## config.mk

```make
export PLATFORM = sky130hd
export DESIGN_NAME = double_ended_queue
export DESIGN_NICKNAME = d
export VERILOG_FILES = /design/src/rtl/core/deq_pkg.sv /design/src/rtl/core/deq_ram.sv /design/src/rtl/core/deq_ctrl.sv /design/src/rtl/core/double_ended_queue.sv
export SDC_FILE = /design/constraint.sdc
export NUM_CORES = 1
export LEC_CHECK = 0
export BUFFER_PORTS_ARGS = -buffer_cell sky130_fd_sc_hd__buf_2
export CAP_MARGIN = 20
export CORE_ASPECT_RATIO = 1.4
export CORE_MARGIN = 5
export CORE_UTILIZATION = 35
export CTS_CLUSTER_SIZE = 10
export DETAILED_ROUTE_END_ITERATION = 8
export PLACE_DENSITY = 0.49
export SLEW_MARGIN = 20
export SYNTH_ARGS = -nofsm -noshare
export SYNTH_HDL_FRONTEND = slang
export SYNTH_SLANG_ARGS = --single-unit
export TNS_END_PERCENT = 50
```

## constraint.sdc

```tcl
create_clock -name clk -period 10.8 [get_ports clk]
set_clock_uncertainty 0.15 [all_clocks]
set_input_delay 0.54 -clock clk [delete_from_list [all_inputs] [get_ports clk]]
set_output_delay 0.54 -clock clk [all_outputs]
set_load 0.02 [all_outputs]
```

## src/rtl/core/deq_pkg.sv

```systemverilog
// ----------------------------------------------------------------------------
// deq_pkg: shared types and constants of the double-ended queue
// Operation and status codes, word layout and the issue record that passes
// from the queue control to the result pipeline.
// ----------------------------------------------------------------------------
package deq_pkg;

	localparam int DEPTH_DEF   = 16;
	localparam int DATA_W      = 32;
	localparam int FUNC_W      = 2;
	localparam int STATUS_W    = 2;
	localparam int FILL_W      = 5;
	localparam int IN_TDATA_W  = 40;
	localparam int OUT_TDATA_W = 40;

	localparam logic [FUNC_W-1:0] OP_PUSH_FRONT = 2'd0;
	localparam logic [FUNC_W-1:0] OP_PUSH_BACK  = 2'd1;
	localparam logic [FUNC_W-1:0] OP_POP_FRONT  = 2'd2;
	localparam logic [FUNC_W-1:0] OP_POP_BACK   = 2'd3;

	localparam logic [STATUS_W-1:0] ST_OK        = 2'd0;
	localparam logic [STATUS_W-1:0] ST_UNDERFLOW = 2'd1;
	localparam logic [STATUS_W-1:0] ST_OVERFLOW  = 2'd2;

	typedef struct packed {
		logic                pop_ok;
		logic [STATUS_W-1:0] status;
		logic [FILL_W-1:0]   fill;
	} deq_issue_t;

endpackage

```

## src/rtl/core/deq_ram.sv

```systemverilog
// ----------------------------------------------------------------------------
// deq_ram: generic single-clock RAM
// One write port, one read port, read data registered.
// ----------------------------------------------------------------------------
module deq_ram #(
	parameter int WIDTH = 32,
	parameter int DEPTH = 16
) (
	input  logic                     clk,
	input  logic                     we,
	input  logic [$clog2(DEPTH)-1:0] waddr,
	input  logic [WIDTH-1:0]         wdata,
	input  logic                     re,
	input  logic [$clog2(DEPTH)-1:0] raddr,
	output logic [WIDTH-1:0]         rdata
);

	logic [WIDTH-1:0] mem [DEPTH];

	always_ff @(posedge clk) begin
		if (we) begin
			mem[waddr] <= wdata;
		end
		if (re) begin
			rdata <= mem[raddr];
		end
	end

endmodule

```

## src/rtl/core/deq_ctrl.sv

```systemverilog
// ----------------------------------------------------------------------------
// deq_ctrl: head and occupancy tracking of the circular store
// Decodes an accepted word, drives the RAM write or read address and updates
// the head index and the occupancy in the same cycle.
// ----------------------------------------------------------------------------
module deq_ctrl #(
	parameter int DEPTH = deq_pkg::DEPTH_DEF
) (
	input  logic                          clk,
	input  logic                          arst_n,
	input  logic                          accept,
	input  logic [deq_pkg::FUNC_W-1:0]    func,
	input  logic [deq_pkg::DATA_W-1:0]    value,
	output logic                          ram_we,
	output logic [$clog2(DEPTH)-1:0]      ram_waddr,
	output logic [deq_pkg::DATA_W-1:0]    ram_wdata,
	output logic                          ram_re,
	output logic [$clog2(DEPTH)-1:0]      ram_raddr,
	output deq_pkg::deq_issue_t           issue
);

	import deq_pkg::*;

	localparam int AW    = $clog2(DEPTH);
	localparam int OCC_W = $clog2(DEPTH + 1);
	localparam logic [AW:0]      DEPTH_X = (AW + 1)'(DEPTH);
	localparam logic [OCC_W-1:0] FULL    = OCC_W'(DEPTH);
	localparam logic [AW-1:0]    LAST    = AW'(DEPTH - 1);

	logic [AW-1:0]    head_q;
	logic [OCC_W-1:0] occ_q;
	logic [AW-1:0]    head_d;
	logic [OCC_W-1:0] occ_d;
	logic             empty;
	logic             full;
	logic [AW:0]      back_sum;
	logic [AW-1:0]    back_slot;
	logic [AW:0]      last_sum;
	logic [AW-1:0]    last_slot;
	logic [AW-1:0]    head_inc;
	logic [AW-1:0]    head_dec;

	assign empty = (occ_q == '0);
	assign full  = (occ_q == FULL);

	// slot after the back: head + occupancy, wrapped once
	assign back_sum  = {1'b0, head_q} + (AW + 1)'(occ_q);
	assign back_slot = (back_sum >= DEPTH_X) ? AW'(back_sum - DEPTH_X) : AW'(back_sum);
	// back slot itself: head + occupancy - 1
	assign last_sum  = {1'b0, head_q} + (AW + 1)'(occ_q - 1'b1);
	assign last_slot = (last_sum >= DEPTH_X) ? AW'(last_sum - DEPTH_X) : AW'(last_sum);
	assign head_inc  = (head_q == LAST) ? '0 : head_q + 1'b1;
	assign head_dec  = (head_q == '0) ? LAST : head_q - 1'b1;

	always_comb begin
		head_d       = head_q;
		occ_d        = occ_q;
		ram_we       = 1'b0;
		ram_waddr    = back_slot;
		ram_re       = 1'b0;
		ram_raddr    = head_q;
		issue.pop_ok = 1'b0;
		issue.status = ST_OK;
		case (func)
			OP_PUSH_FRONT: begin
				if (full) begin
					issue.status = ST_OVERFLOW;
				end else begin
					head_d    = head_dec;
					occ_d     = occ_q + 1'b1;
					ram_we    = accept;
					ram_waddr = head_dec;
				end
			end
			OP_PUSH_BACK: begin
				if (full) begin
					issue.status = ST_OVERFLOW;
				end else begin
					occ_d  = occ_q + 1'b1;
					ram_we = accept;
				end
			end
			OP_POP_FRONT: begin
				if (empty) begin
					issue.status = ST_UNDERFLOW;
				end else begin
					head_d       = head_inc;
					occ_d        = occ_q - 1'b1;
					ram_re       = accept;
					issue.pop_ok = 1'b1;
				end
			end
			default: begin
				if (empty) begin
					issue.status = ST_UNDERFLOW;
				end else begin
					occ_d        = occ_q - 1'b1;
					ram_re       = accept;
					ram_raddr    = last_slot;
					issue.pop_ok = 1'b1;
				end
			end
		endcase
		issue.fill = FILL_W'(occ_d);
	end

	assign ram_wdata = value;

	always_ff @(posedge clk or negedge arst_n) begin
		if (!arst_n) begin
			head_q <= '0;
			occ_q  <= '0;
		end else if (accept) begin
			head_q <= head_d;
			occ_q  <= occ_d;
		end
	end

endmodule

```

## src/rtl/core/double_ended_queue.sv

```systemverilog
// ----------------------------------------------------------------------------
// double_ended_queue: bounded deque of 32-bit words in a circular RAM
// Result path: RAM read register (with the issue record), then output reg.
// Throughput: one word per cycle when the output is not stalled; the single
//   RAM port pair sets the pace: each word does at most one write or read.
// Reset: head and occupancy clear to zero; RAM contents are not cleared.
// ----------------------------------------------------------------------------
module double_ended_queue #(
	parameter int DEPTH = deq_pkg::DEPTH_DEF
) (
	input  logic                               clk,
	input  logic                               arst_n,
	input  logic                               s_tvalid,
	output logic                               s_tready,
	// func [1:0], value [33:2], zero fill [39:34]
	input  logic [deq_pkg::IN_TDATA_W-1:0]     s_tdata,
	output logic                               m_tvalid,
	input  logic                               m_tready,
	// popped_value [31:0], status [33:32], fill_count [38:34], zero [39]
	output logic [deq_pkg::OUT_TDATA_W-1:0]    m_tdata
);

	import deq_pkg::*;

	localparam int AW = $clog2(DEPTH);

	logic                s_accept;
	logic                ram_we;
	logic [AW-1:0]       ram_waddr;
	logic [DATA_W-1:0]   ram_wdata;
	logic                ram_re;
	logic [AW-1:0]       ram_raddr;
	logic [DATA_W-1:0]   ram_rdata;
	deq_issue_t          issue;
	logic                valid_s1;
	deq_issue_t          issue_s1;
	logic                out_load;
	logic                m_tvalid_q;
	logic [DATA_W-1:0]   popped_q;
	logic [STATUS_W-1:0] status_q;
	logic [FILL_W-1:0]   fill_q;

	assign s_accept = s_tvalid && s_tready;
	assign out_load = valid_s1 && (!m_tvalid_q || m_tready);
	assign s_tready = !valid_s1 || out_load;

	deq_ctrl #(
		.DEPTH(DEPTH)
	) u_ctrl (
		.clk       (clk),
		.arst_n    (arst_n),
		.accept    (s_accept),
		.func      (s_tdata[FUNC_W-1:0]),
		.value     (s_tdata[FUNC_W +: DATA_W]),
		.ram_we    (ram_we),
		.ram_waddr (ram_waddr),
		.ram_wdata (ram_wdata),
		.ram_re    (ram_re),
		.ram_raddr (ram_raddr),
		.issue     (issue)
	);

	deq_ram #(
		.WIDTH(DATA_W),
		.DEPTH(DEPTH)
	) u_ram (
		.clk   (clk),
		.we    (ram_we),
		.waddr (ram_waddr),
		.wdata (ram_wdata),
		.re    (ram_re),
		.raddr (ram_raddr),
		.rdata (ram_rdata)
	);

	// RAM read data holds while stage 1 stalls: no new read is issued then
	always_ff @(posedge clk or negedge arst_n) begin
		if (!arst_n) begin
			valid_s1 <= 1'b0;
		end else if (s_accept) begin
			valid_s1 <= 1'b1;
		end else if (out_load) begin
			valid_s1 <= 1'b0;
		end
	end

	always_ff @(posedge clk) begin
		if (s_accept) begin
			issue_s1 <= issue;
		end
	end

	always_ff @(posedge clk or negedge arst_n) begin
		if (!arst_n) begin
			m_tvalid_q <= 1'b0;
		end else if (out_load) begin
			m_tvalid_q <= 1'b1;
		end else if (m_tready) begin
			m_tvalid_q <= 1'b0;
		end
	end

	always_ff @(posedge clk) begin
		if (out_load) begin
			popped_q <= issue_s1.pop_ok ? ram_rdata : '0;
			status_q <= issue_s1.status;
			fill_q   <= issue_s1.fill;
		end
	end

	assign m_tvalid = m_tvalid_q;
	assign m_tdata  = {{(OUT_TDATA_W - DATA_W - STATUS_W - FILL_W){1'b0}},
		fill_q, status_q, popped_q};

	a_underflow_empty: assert property (@(posedge clk) disable iff (!arst_n)
		m_tvalid && m_tdata[33:32] == ST_UNDERFLOW |->
			m_tdata[38:34] == '0 && m_tdata[31:0] == '0)
		else $error("underflow result with nonzero fill or word");

	a_overflow_zero: assert property (@(posedge clk) disable iff (!arst_n)
		m_tvalid && m_tdata[33:32] == ST_OVERFLOW |-> m_tdata[31:0] == '0)
		else $error("overflow result carries a popped word");

	a_accept_stage: assert property (@(posedge clk) disable iff (!arst_n)
		s_accept |=> valid_s1)
		else $error("accepted word lost before result stage");

	a_stall_hold: assert property (@(posedge clk) disable iff (!arst_n)
		valid_s1 && m_tvalid && !m_tready |=> valid_s1 && $stable(issue_s1))
		else $error("pending result overwritten during stall");

endmodule
```

==> impl_metrics.tcl, run 1 <==
set metrics [dict create \
    wl_per_cell_um 25.6 \
    synth_nets 1328 \
    min_path_type "in2reg" \
    drt_iter0_markers 913 \
    r2r_end "u_ram.rdata[8]$_DFFE_PP_" \
    netlist_instances 1272 \
    via_per_inst 5.33 \
    yosysTopAreaCell "edfxtp_1" \
    p_leak_nw 8.95 \
    grt_max_degree 83 \
    yosysMostFrequentCell "edfxtp_1" \
    clockPowerShare_pct 27.4 \
    synthFlopType "edfxtp_1" \
    rsz0062_at_grt "false" \
    min_path_cells 3 \
    port_buffers 78 \
    vdd_drop_max_mv 0.162 \
    max_slew_margin_pct 32.3 \
    ant_nets 0 \
    path_class "reg2reg" \
    drv_cap 0 \
    area_growth_pct 14.4 \
    tightest_slew_ns 1.01 \
    ys_seq_area_share_pct 76.1 \
    synth.area.top_cells "edfxtp_1, mux4_2, mux2i_1" \
    cp.arrival_ns 5.50 \
    status "complete, no violations" \
    synth.cell_area_um2 23700 \
    antenna_found_initial 8 \
    place_congestion 0.739 \
    ctsResizeCount 0 \
    fmax_ghz 0.188 \
    min_from "m_tready" \
    die_area_um2 73000 \
    cts_made_buffers 70 \
    cp.required_ns 10.98 \
    seqPwrFrac_pct 39.6 \
    postCtsSetupBuffers 0 \
    cts_tree "yes" \
    finalHoldViolCount 0 \
    clk_latency_ns 0.59 \
    r2r-start "u_ctrl.occ_q[0]$_DFFE_PN0N_" \
    comb_power_share_pct 33.1 \
    netSwitchingFraction_pct 32.8 \
    powerDensity_nw_per_um2 282 \
    die_x_um 230 \
    syn_avg_cell_area_um2 18.6 \
    ys_types 58 \
    r2r_cells 9 \
    fin_crit_ns 5.32 \
    power.internal_mw 5.13 \
    critPathMaxFanout 50 \
    fin_nets 1434 \
    clockBufferDepth 3 \
    h-tree-depth 3 \
    io_pins 86 \
    fill_cells 5917 \
    tns_ns 0 \
    ys_ff_latch 602 \
    post-route-drc-count 0 \
    grtUsageTotal_pct 15.6 \
    endpoint_kind "flop" \
    start_util_pct 35.4 \
    holdPathEnd "m_tvalid$_DFFE_PN0P_" \
    ys_async_sr_fraction_pct 1.83 \
    hpwl_um 28400 \
    slew_viol_final 0 \
    grt_overflow_total 0 \
    drt-total-wl_um 57500 \
    synth_edf_count 591 \
    netSwitchingPower_mw 2.50 \
    root_buffer "clkbuf_16" \
    yosys_warnings 0 \
    period_share_pct 49.3 \
    cts.sinks 602 \
    drive_gt1_share_pct 20.7 \
    firstDrtPassIters 5 \
    clk_pin_slew_worst_paths_ns 0.05 \
    fin_util_pct 40.5 \
    synth.top_cell.area_share_pct 75.0 \
    grt_pass1_wl_um 84800 \
    core-area_um2 66800 \
    synth_common_cells "edfxtp_1, mux2i_1, mux4_2, o211ai_1, or3_1" \
    setup_violations 0 \
    dr_total_vias 12000 \
    grt_pass1_vias 12700 \
    startpoint_type "flop" \
    timing.reg2reg.setup_slack_ns 5.48 \
    fp.dieH_um 318 \
    rows 112 \
]
[layout by cell type (no fill, tap or decap), types with 20 or more instances in the layout]
cell       instances
mux4_2            64
a22o_1            32
buf_4             31
buf_2             78
mux2i_1           67
o211ai_1          64
nand2_1           20
clkbuf_16         73
edfxtp_1         591
o21ai_1           33
and2_1            35
o21ai_0           44
or3_1             63
a221o_1           31
[layer usage]
metal  wire length, µm  track usage, %
met2             30100            27.9
met5                45               0
met4              1390            5.22
met1             23400            19.1
met3              2520            2.63
[worst max-delay path: stages (launching register included)]
cell and delay, ns:
dfrtp_1 0.49, inv_1 0.17, ha_1 0.34, or4b_4 0.55
and3_2 0.44, nor2_4 0.86, buf_4 0.82, mux4_2 0.60
a22o_1 0.24, a221o_1 0.32
[power groups by stage]
| stage | sequential [mW] | clock [mW] | combinational, mW |
|---|---|---|---|
| after global placement | 3.06 | 0 | 2.54 |
| after global routing | 3.04 | 2.24 | 2.75 |
| after floorplan | 3.05 | 0 | 1.78 |
| after CTS | 3.02 | 2.15 | 2.56 |
| final | 3.02 | 2.09 | 2.52 |
| after detailed placement | 3.07 | 0 | 2.55 |
[state kept, by name (all words and copies together) (netlist names)]
name,cells
valid_s1,1
u_ctrl.head_q,4
m_tvalid,1
popped_q,32
u_ctrl.occ_q,5
u_ram.mem,512
issue_s1,8
fill_q,5
status_q,2
u_ram.rdata,32
[layout make-up]
class | instances | area (µm²) | share of cell area (%)
sequential | 602 | 18000 | 66.5
multi-input combinational | 581 | 5350 | 19.7
clock buffer | 83 | 1860 | 6.88
tap | 855 | 1070 | 3.95
timing repair buffer | 112 | 671 | 2.48
clock inverter | 4 | 67.6 | 0.249
inverter | 11 | 41.3 | 0.152
antenna | 1 | 2.50 | 0.00924
[worst max-delay path by stage]
| stage | startpoint | end | slack [ns] | depth (start not counted) |
|---|---|---|---|---|
| 6_report | u_ctrl.occ_q[0]$_DFFE_PN0N_ | u_ram.rdata[8]$_DFFE_PP_ | 5.48 | 9 |
| 5_1_grt | u_ctrl.occ_q[0]$_DFFE_PN0N_ | u_ram.rdata[8]$_DFFE_PP_ | 5.23 | 9 |
| 4_1_cts | u_ctrl.occ_q[0]$_DFFE_PN0N_ | u_ram.rdata[8]$_DFFE_PP_ | 5.39 | 9 |
| 3_5_place_dp | u_ctrl.occ_q[0]$_DFFE_PN0N_ | u_ram.rdata[8]$_DFFE_PP_ | 5.44 | 9 |
| 3_3_place_gp | u_ctrl.occ_q[0]$_DFFE_PN0N_ | u_ram.rdata[8]$_DFFE_PP_ | 5.45 | 9 |
| 2_1_floorplan | u_ctrl.occ_q[0]$_DFFE_PN0N_ | u_ram.mem[4][0]$_DFFE_PP_ | 6.80 | 8 |
[stage by stage]
step	cells	setup slack [ns]	power (mW)	hold slack [ns]	instance area (µm²)
finish	2249	5.48	7.63	0.0853	27100
global route	2249	5.23	8.03	0.117	27100
CTS	2247	5.39	7.73	0.0526	27100
detailed placement	2158	5.44	5.62	0.255	25100
global placement	2158	5.45	5.59	0.257	25100
floorplan	1272	6.80	4.83	0.0944	23700
[what timing repair did]
item                       in CTS  in global routing
hold buffers                    2                  0
hold endpoints to repair       12                  0
setup endpoints to repair       0                  0
[kinds of logic after synthesis]
family                   count (synthesis)  synth area share [%]
flip-flops                             602                  76.1
AO/OA/AOI/OAI                          234                  7.10
AND/OR/NAND/NOR                        186                  4.52
multiplexers                           137                  9.21
buffers and inverters                   89                  1.90
adder cells (fa/ha/maj)                 12                 0.698
XOR/XNOR                                11                 0.407
other                                    1                0.0158
(Power assumes the default switching activity.)
==> run 2, diff against run 1 <==
--- a/config.mk
+++ b/config.mk
@@ -5,6 +5,7 @@
 export SDC_FILE = /design/constraint.sdc
 export NUM_CORES = 1
 export LEC_CHECK = 0
+export ABC_AREA = 1
 export BUFFER_PORTS_ARGS = -buffer_cell sky130_fd_sc_hd__buf_2
 export CAP_MARGIN = 20
 export CORE_ASPECT_RATIO = 1.4
==> constraint.sdc (replaced) <==
create_clock -name clk -period 4.9 [get_ports clk]
set_clock_uncertainty 0.15 [all_clocks]
set_input_delay 0.245 -clock clk [delete_from_list [all_inputs] [get_ports clk]]
set_output_delay 0.245 -clock clk [all_outputs]
set_load 0.02 [all_outputs]
==> impl_metrics.tcl, run 2 <==
set metrics [dict create \
    ant_nets 0 \
    status "complete, no violations" \
    met3_usage_pct 2.68 \
    period_share_pct 75.3 \
    min_path_cells 0 \
    min_from "issue_s1[0]$_DFFE_PN_" \
    setup_violations 0 \
    h-tree-depth 3 \
    io_pins 86 \
    final_cell_mix "nand3_1, edfxtp_1, inv_1" \
    hpwl_um 37100 \
    crit_top_cell "nand3_1" \
    antenna_found_initial 1 \
    timing.reg2reg.setup_slack_ns 1.21 \
    synth_edf_count 591 \
    ys_ff_latch 602 \
    root_buffer "clkbuf_16" \
    min_path_type "reg2reg" \
    clk_latency_ns 0.60 \
    yosysTopAreaCell "edfxtp_1" \
    startpoint_type "flop" \
    area_growth_pct 14.9 \
    finalHoldViolCount 0 \
    die_x_um 242 \
    vdd_drop_max_mv 0.540 \
    cts_made_buffers 70 \
    top_regs "u_ram.mem: 512 flops, popped_q: 32 flops, u_ram.rdata: 32 flops" \
    use_met1_pct 20.2 \
    syn_avg_cell_area_um2 10.6 \
    grt_busiest_layer "met2" \
    crit_slowest_cell "nor2_4" \
    dp.cells 3450 \
    wl_per_cell_um 19.4 \
    start_util_pct 35.1 \
    p_leak_nw 12.8 \
    path_class "reg2reg" \
    use_met2_pct 31.2 \
    post-route-drc-count 0 \
    fmax_ghz 0.271 \
    synth_common_cells "nand3_1, edfxtp_1, inv_1, nand2_1, buf_2" \
    dr_total_vias 17300 \
    ys_seq_area_share_pct 68.6 \
    die_area_um2 80800 \
    core-area_um2 74900 \
    final_common_cell "nand3_1" \
    path_cells "inv_1 > ha_1 > nand3_1 > nand3_1 > nand2_1 > o21ai_0 > inv_1 > nand3_1 > nor2_4 > buf_12" \
    grt_overflow_total 0 \
    r2r-start "u_ctrl.occ_q[0]$_DFFE_PN0N_" \
    largest_reg_flops 512 \
    synth.cell_area_um2 26300 \
    place_congestion 0.767 \
    netlist_instances 2480 \
    drt-total-wl_um 69500 \
    grt_pass1_wl_um 105000 \
    fill_cells 7109 \
    critPathMaxFanout 17 \
    clockBufferDepth 3 \
    clk_pin_slew_worst_paths_ns 0.05 \
    via_per_inst 4.85 \
    grt_pass1_vias 17100 \
    cts_tree "yes" \
    firstDrtPassIters 5 \
    yosys_warnings 0 \
    largest-register "u_ram.mem" \
    rows 119 \
    synth.area.top_cells "edfxtp_1, nand3_1, inv_1" \
    r2r_end "u_ram.mem[10][8]$_DFFE_PP_" \
    synth.top_cell.area_share_pct 67.5 \
    tightest_slew_ns 1.16 \
    grtUsageTotal_pct 16.9 \
    cp.required_ns 5.03 \
    synthFlopType "edfxtp_1" \
    port_buffers 78 \
    drive_gt1_share_pct 8.91 \
    ys_types 33 \
    holdPathEnd "fill_q[0]$_DFFE_PP_" \
    cp.arrival_ns 3.82 \
    slew_viol_final 0 \
    rsz0062_at_grt "false" \
    powerDensity_nw_per_um2 591 \
    instances_no_fill 3573 \
    max_slew_margin_pct 22.4 \
    critPathMaxStageDelay_ns 0.77 \
    tns_ns 0 \
    ctsResizeCount 0 \
    ys_async_sr_fraction_pct 1.83 \
    grt_max_degree 129 \
    fp.dieH_um 334 \
    drt_iter0_markers 1182 \
    endpoint_kind "flop" \
    r2r_cells 10 \
    yosysMostFrequentCell "nand3_1" \
    fin_crit_ns 3.69 \
    synth_nets 2536 \
    cts.sinks 602 \
    fin_nets 2648 \
    drv_cap 0 \
]
==> run 2: worst max path at each step <==
stage	slack (ns)	cells past startpoint	end	startpoint
after floorplan	1.37	8	u_ram.mem[10][0]$_DFFE_PP_	u_ctrl.occ_q[1]$_DFFE_PN0N_
after global placement	1.27	8	u_ram.mem[5][15]$_DFFE_PP_	u_ctrl.occ_q[1]$_DFFE_PN0N_
after detailed placement	1.15	10	u_ram.mem[10][0]$_DFFE_PP_	u_ctrl.occ_q[1]$_DFFE_PN0N_
after CTS	1.13	10	u_ram.mem[10][8]$_DFFE_PP_	u_ctrl.occ_q[1]$_DFFE_PN0N_
after global routing	0.91	8	u_ram.mem[12][7]$_DFFE_PP_	u_ctrl.occ_q[1]$_DFFE_PN0N_
final	1.21	10	u_ram.mem[10][8]$_DFFE_PP_	u_ctrl.occ_q[0]$_DFFE_PN0N_
==> run 2: cell type report <==
| type | instances | area [µm²] | share of cell area (%) |
|---|---|---|---|
| clock buffer | 82 | 1820 | 6.02 |
| inverter | 576 | 2160 | 7.16 |
| timing repair buffer | 163 | 1260 | 4.17 |
| sequential | 602 | 18000 | 59.7 |
| antenna | 1 | 2.50 | 0.00828 |
| multi-input combinational | 1179 | 5720 | 18.9 |
| clock inverter | 2 | 12.5 | 0.0414 |
| tap | 968 | 1210 | 4.01 |
==> run 2: per-layer routing <==
metal  wire (µm)  part of all wire [%]
met5           0                     0
met4        1970                   2.8
met3        3130                   4.5
met1       28400                    41
met2       35900                    52
==> run 2: repair_timing <==
| action | 4_1_cts | 5_1_grt |
|---|---|---|
| setup buffers | 0 | 0 |
| hold endpoints to repair | 532 | 0 |
| hold buffers | 38 | 0 |
==> run 2: logic make-up after synthesis <==
kind of cell / Yosys count / share of synthesized area (%)
xor+xnor: 8 / 0.267
compound gates: 33 / 0.685
buf+inv: 699 / 10.5
fa+ha+maj: 12 / 0.628
flops: 602 / 68.6
other cells: 1 / 0.0143
simple gates: 1125 / 19.3
==> run 2: power breakdown <==
part	internal (mW)	switching (mW)
Combinational	1.93	4.88
Sequential	6.40	0.195
Clock	2.57	1.88
Total	10.9	6.95
==> run 2: per-stage QoR <==
stage	util [%]	total power, mW	worst slack (ns)	area (µm²)	hold slack, ns
6_report	40.3	17.9	1.21	30200	0.268
5_1_grt	40.3	19.0	0.911	30200	0.289
4_1_cts	40.3	18.1	1.13	30200	0.270
3_5_place_dp	37.4	13.6	1.15	28000	-0.0114
3_3_place_gp	37.4	13.5	1.27	28000	-0.0121
2_1_floorplan	-	11.1	1.37	26300	-0.201
==> run 2: critical path: cells and delay by family, from the launching register on <==
family / cells / cell delay [ns]
AO/OA/AOI/OAI: 1 / 0.17
adder cells (fa/ha/maj): 1 / 0.30
buffers and inverters: 3 / 0.51
flip-flops: 1 / 0.47
AND/OR/NAND/NOR: 5 / 1.71
